[config.mk]
export PLATFORM = sky130hd
export DESIGN_NAME = tfar_ctrl
export DESIGN_NICKNAME = d
export VERILOG_FILES = /design/src/design/tfar_pkg.sv /design/src/design/tfar_ctrl.sv
export SDC_FILE = /design/constraint.sdc
export NUM_CORES = 1
export LEC_CHECK = 0
export ABC_AREA = 1
export BUFFER_PORTS_ARGS = -buffer_cell sky130_fd_sc_hd__buf_2
export CORE_MARGIN = 3
export CORE_UTILIZATION = 30
export DETAILED_ROUTE_END_ITERATION = 6
export SYNTH_ARGS = -nofsm -noshare
export SYNTH_HDL_FRONTEND = slang
export SYNTH_SLANG_ARGS = --single-unit
[constraint.sdc]
create_clock -name clk -period 3.1 [get_ports clk]
set_clock_uncertainty 0.05 [all_clocks]
set_input_delay 0.31 -clock clk [delete_from_list [all_inputs] [get_ports clk]]
set_output_delay 0.31 -clock clk [all_outputs]
set_load 0.005 [all_outputs]
[src/design/tfar_pkg.sv]
// Shared constants, codes, types and helpers for the temporal frame average ring.
// No dependencies; compile before every other design file.
`default_nettype none

package tfar_pkg;

  // Ring geometry
  localparam int FRAMES = 8;
  localparam int PIXELS = 16384;

  // Fixed field widths
  localparam int OP_W         = 2;
  localparam int PIX_W        = 14;
  localparam int PIX_VAL_W    = 8;
  localparam int CFG_FRAMES_W = 4;
  localparam int CFG_MODE_W   = 2;
  localparam int CFG_DATA_W   = 4;
  localparam int CFG_IDX_W    = 1;

  // Derived widths
  localparam int SLOT_W = (FRAMES > 1) ? $clog2(FRAMES) : 1;
  localparam int NW     = $clog2(FRAMES + 1);
  localparam int PIX_AW = (PIXELS > 1) ? $clog2(PIXELS) : 1;
  localparam int ROW_W  = FRAMES * PIX_VAL_W;
  localparam int SUM_W  = PIX_VAL_W + $clog2(FRAMES);
  localparam int FRAC_W = 16;
  localparam int ACC_W  = PIX_VAL_W + FRAC_W;
  localparam int STEP_W = $clog2(FRAMES + SUM_W);
  localparam int CMP_W  = STEP_W + 1;

  localparam logic [FRAC_W-1:0] HALF = FRAC_W'(1) << (FRAC_W - 1);

  // Opcodes
  localparam logic [OP_W-1:0] OP_ADD   = OP_W'(0);
  localparam logic [OP_W-1:0] OP_READ  = OP_W'(1);
  localparam logic [OP_W-1:0] OP_CLEAR = OP_W'(2);

  // Register indexes
  localparam logic [CFG_IDX_W-1:0] CFG_IDX_FRAMES = CFG_IDX_W'(0);
  localparam logic [CFG_IDX_W-1:0] CFG_IDX_MODE   = CFG_IDX_W'(1);

  // Averaging modes
  localparam logic [CFG_MODE_W-1:0] MODE_EQUAL = CFG_MODE_W'(0);
  localparam logic [CFG_MODE_W-1:0] MODE_BLEND = CFG_MODE_W'(1);
  localparam logic [CFG_MODE_W-1:0] MODE_HALVE = CFG_MODE_W'(2);

  localparam logic [CFG_FRAMES_W-1:0] FRAMES_RESET = CFG_FRAMES_W'(8);

  typedef enum logic [2:0] {
    ST_CLEAR,
    ST_IDLE,
    ST_ACCUM,
    ST_DIV,
    ST_FINISH
  } state_t;

  typedef struct packed {
    logic              add_en;
    logic              read_en;
    logic              clr_en;
    logic [PIX_AW-1:0] clr_addr;
    logic              slot_reset;
    logic              acc_en;
    logic              acc_first;
    logic [STEP_W-1:0] step;
    logic              div_en;
    logic              out_load;
  } ctl_cmd_t;

  typedef struct packed {
    logic [NW-1:0]         n_eff;
    logic [CFG_MODE_W-1:0] mode;
    logic                  out_free;
  } dp_status_t;

  // Write slot reduced mod the slot count, restoring style, one bit per step
  function automatic logic [SLOT_W-1:0] slot_mod(input logic [SLOT_W-1:0] ws,
                                                 input logic [NW-1:0] n);
    logic [NW+SLOT_W-1:0] r;
    logic [NW+SLOT_W-1:0] d;
    r = (NW + SLOT_W)'(ws);
    for (int b = SLOT_W - 1; b >= 0; b--) begin
      d = (NW + SLOT_W)'(n) << b;
      if (r >= d) r = r - d;
    end
    return r[SLOT_W-1:0];
  endfunction

endpackage

`default_nettype wire

[src/design/tfar_ctrl.sv]
// Controller state machine: input handshake, clear sweep and read sequencing.
// Depends on tfar_pkg; drives the datapath through ctl_cmd_t.
`default_nettype none

module tfar_ctrl (
  input  wire                        clk,
  input  wire                        rst_n,
  input  wire                        in_valid,
  input  wire [tfar_pkg::OP_W-1:0]   in_opcode,
  output logic                       in_ready,
  input  tfar_pkg::dp_status_t       status,
  output tfar_pkg::ctl_cmd_t         cmd
);
  import tfar_pkg::*;

  state_t            state_r, state_nxt;
  logic [STEP_W-1:0] cnt_r, cnt_nxt;
  logic [PIX_AW-1:0] clr_cnt_r, clr_cnt_nxt;

  always_ff @(posedge clk) begin
    if (!rst_n) begin
      state_r   <= ST_CLEAR;
      cnt_r     <= '0;
      clr_cnt_r <= '0;
    end else begin
      state_r   <= state_nxt;
      cnt_r     <= cnt_nxt;
      clr_cnt_r <= clr_cnt_nxt;
    end
  end

  always_comb begin
    state_nxt   = state_r;
    cnt_nxt     = cnt_r;
    clr_cnt_nxt = clr_cnt_r;
    in_ready    = 1'b0;
    cmd         = '0;
    cmd.clr_addr = clr_cnt_r;
    cmd.step     = cnt_r;
    case (state_r)
      ST_CLEAR: begin
        cmd.clr_en = 1'b1;
        if (32'(clr_cnt_r) == PIXELS - 1) begin
          clr_cnt_nxt = '0;
          state_nxt   = ST_IDLE;
        end else begin
          clr_cnt_nxt = clr_cnt_r + 1'b1;
        end
      end
      ST_IDLE: begin
        in_ready = 1'b1;
        if (in_valid) begin
          case (in_opcode)
            OP_ADD: cmd.add_en = 1'b1;
            OP_READ: begin
              cmd.read_en = 1'b1;
              cnt_nxt     = '0;
              state_nxt   = ST_ACCUM;
            end
            OP_CLEAR: begin
              cmd.slot_reset = 1'b1;
              clr_cnt_nxt    = '0;
              state_nxt      = ST_CLEAR;
            end
            default: ;  // unused opcode: drop the beat
          endcase
        end
      end
      ST_ACCUM: begin
        cmd.acc_en    = 1'b1;
        cmd.acc_first = (cnt_r == '0);
        if (CMP_W'(cnt_r) + CMP_W'(1) == CMP_W'(status.n_eff)) begin
          cnt_nxt   = '0;
          state_nxt = (status.mode == MODE_EQUAL) ? ST_DIV : ST_FINISH;
        end else begin
          cnt_nxt = cnt_r + 1'b1;
        end
      end
      ST_DIV: begin
        cmd.div_en = 1'b1;
        if (32'(cnt_r) == SUM_W - 1) begin
          cnt_nxt   = '0;
          state_nxt = ST_FINISH;
        end else begin
          cnt_nxt = cnt_r + 1'b1;
        end
      end
      ST_FINISH: begin
        if (status.out_free) begin
          cmd.out_load = 1'b1;
          state_nxt    = ST_IDLE;
        end
      end
      default: state_nxt = ST_IDLE;
    endcase
  end

endmodule

`default_nettype wire

==> results.json <==
{
  "nNetsFinal": 309,
  "final_cells": 359,
  "setup_viol": 0,
  "clock.fmax_mhz": 489.8,
  "cellLeakagePower_nw": 0.9565,
  "grt_pass1_vias": 1470,
  "end_kind": "output port",
  "antenna_found_initial": 0,
  "finalSetupTns_ns": 0,
  "cts_hold_buf": 0,
  "synthCells": 252,
  "drcViolationCount": 0,
  "slew_headroom": 0.7522,
  "status": "complete, no violations",
  "cts_resized": 0,
  "routed_wl_um": 3797,
  "worstPathArrival_ns": 1.68,
  "dpl.cell_count": 355,
  "start_kind": "flip-flop",
  "place_congestion": 0.8225,
  "synth_top_area_frac": 0.2836,
  "yosysSeqAreaShare": 0.2836,
  "final-hold-violation-count": 0,
  "overflow": 0,
  "clk-insertion-delay-late_ns": 0.27,
  "cts_buffer_depth": 2,
  "diodes": 0,
  "hpwlAfterDp_um": 3028,
  "min_period_ns": 2.042,
  "final_common_cell": "nand2_1",
  "numCtsBuffers": 3,
  "ios": 40,
  "cp_data_required_time_ns": 2.74,
  "ys_top_cells_by_area": "dfxtp_1 (28%), nand2_1 (16%), nand3_1 (10%)",
  "synth_seq_cells": 22,
  "powerDensity_nw_per_um2": 541.0,
  "first_iter_violations": 90,
  "synthDistinctLibCells": 30,
  "fin_util": 0.3884,
  "die_h_um": 77.95,
  "cts_setup_buffers": 0,
  "die_w_um": 77.95,
  "cts.sinks": 22,
  "fin_crit_sh": 0.6587,
  "avgSynthCellArea_um2": 6.162,
  "routed_via_density": 4.507,
  "cap_viol_max_count": 0,
  "mappedNetlistArea_um2": 1553,
  "port_buffers": 39,
  "via_count": 1618,
  "layout_common_cells": "nand2_1 (66), inv_1 (42), buf_2 (39), nor2_1 (32), nand3_1 (32)",
  "clock-root-buffer": "clkbuf_8",
  "critPathKind": "flip-flop to output port",
  "clk_pin_slew_ns": 0.09,
  "h-tree-depth": 1,
  "yosysTopAreaCell": "dfxtp_1",
  "grt_pass1_wl_um": 6817,
  "worst_hold_slack_ns": 0.3152,
  "die_area_um2": 6075,
  "vdd_ir_drop_max_mv": 0.2098,
  "core_um2": 4848,
  "start_util": 0.3203,
  "hp-class": "primary input to flip-flop",
  "grt_usage": 0.1342,
  "area_delta_synth_final_pct": 21.27,
  "synth-warning-count": 0,
  "crit_fanout": 15,
  "antenna_left": 0,
  "worst_slew_pin_slew_ns": 0.3704,
  "rsz0062_at_grt": "false",
  "post_drt_wl_per_cell_um": 10.58,
  "rows": 25,
  "drive_gt1_frac": 0.1918,
  "grt_max_degree": 16,
  "drtPass1Iterations": 4,
  "tritoncts": "built",
  "slew_viol_final": 0,
  "syn-num-nets": 268
}
layout make-up:
type / instances / area [um^2]
fill: 544 / 2965
multi-input combinational: 183 / 927.1
sequential: 22 / 440.4
timing repair buffer: 39 / 195.2
inverter: 44 / 165.2
tap: 67 / 83.83
clock buffer: 3 / 41.29
clock inverter: 1 / 30.03
per-layer routing:
| layer | vias up | GRT usage | wire, um |
|---|---|---|---|
| li1 | 887 | - | - |
| met1 | 703 | 0.1958 | 2000 |
| met2 | 26 | 0.2072 | 1628 |
| met3 | 2 | 0.02320 | 139 |
| met4 | 0 | 0.02622 | 29 |
| met5 | - | 0 | 0 |
report_power, final:
| group | internal [W] | switching (W) |
|---|---|---|
| Clock | 0.000173 | 0.0000968 |
| Sequential | 0.000309 | 0.0000354 |
| Combinational | 0.000137 | 0.000267 |
sequential cells by signal, indices dropped and copies added (netlist names):
register,cells
state_r,3
cnt_r,5
clr_cnt_r,14
cells by family (layout without fill, tap and decap cells):
logic type,Yosys count,count (layout),synth area share
AO/OA/AOI/OAI,23,23,0.08703
adder cells (fa/ha/maj),4,4,0.03223
flip-flops,22,22,0.2836
buffers and inverters,47,87,0.1192
AND/OR/NAND/NOR,154,154,0.4666
XOR/XNOR,2,2,0.01128
final timing paths:
path | from | to | slack, ns | cells past startpoint
hold reg to reg | clr_cnt_r[10] | clr_cnt_r[10] | 0.44 | 2
setup reg to reg | cnt_r[0] | state_r[0] | 1.14 | 12
setup / recovery | state_r[0] | cmd[9] | 1.06 | 7
hold / removal | rst_n | cnt_r[1] | 0.32 | 3
synth_stat cells:
cell type / number
nor3_1: 4
a21oi_1: 10
inv_1: 42
dfxtp_1: 22
buf_1: 1
nand2_4: 3
nand2_1: 66
clkinv_1: 1
nor3_2: 2
a22oi_1: 1
ha_1: 4
buf_2: 1
nor3b_2: 2
o21bai_1: 1
a31o_2: 1
xor2_1: 2
o21ai_1: 1
nor2_4: 1
and3_1: 1
nand4_1: 6
inv_2: 1
or2_0: 1
nand3_1: 32
nor2_1: 32
buf_6: 1
nand3_4: 1
o21ai_4: 1
o21ai_0: 8
nor2_2: 1
nor4_1: 2
stage by stage:
stage	cell area (um^2)	setup slack [ns]	total power [W]
floorplan	1553	1.330	0.0006608
global placement	1812	1.234	0.0007573
finish	1883	1.058	0.001019
detailed placement	1812	1.187	0.0007586
CTS	1883	1.036	0.001034
global route	1883	0.8465	0.001119
worst max-delay path, cell delays in order, from the launching register on:
cell	delay [ns]
dfxtp_1	0.48
nand3_4	0.16
o21ai_4	0.20
nand2_4	0.16
inv_2	0.16
nand2_1	0.10
inv_1	0.06
buf_2	0.10
Power figures use the tool's default switching activity.
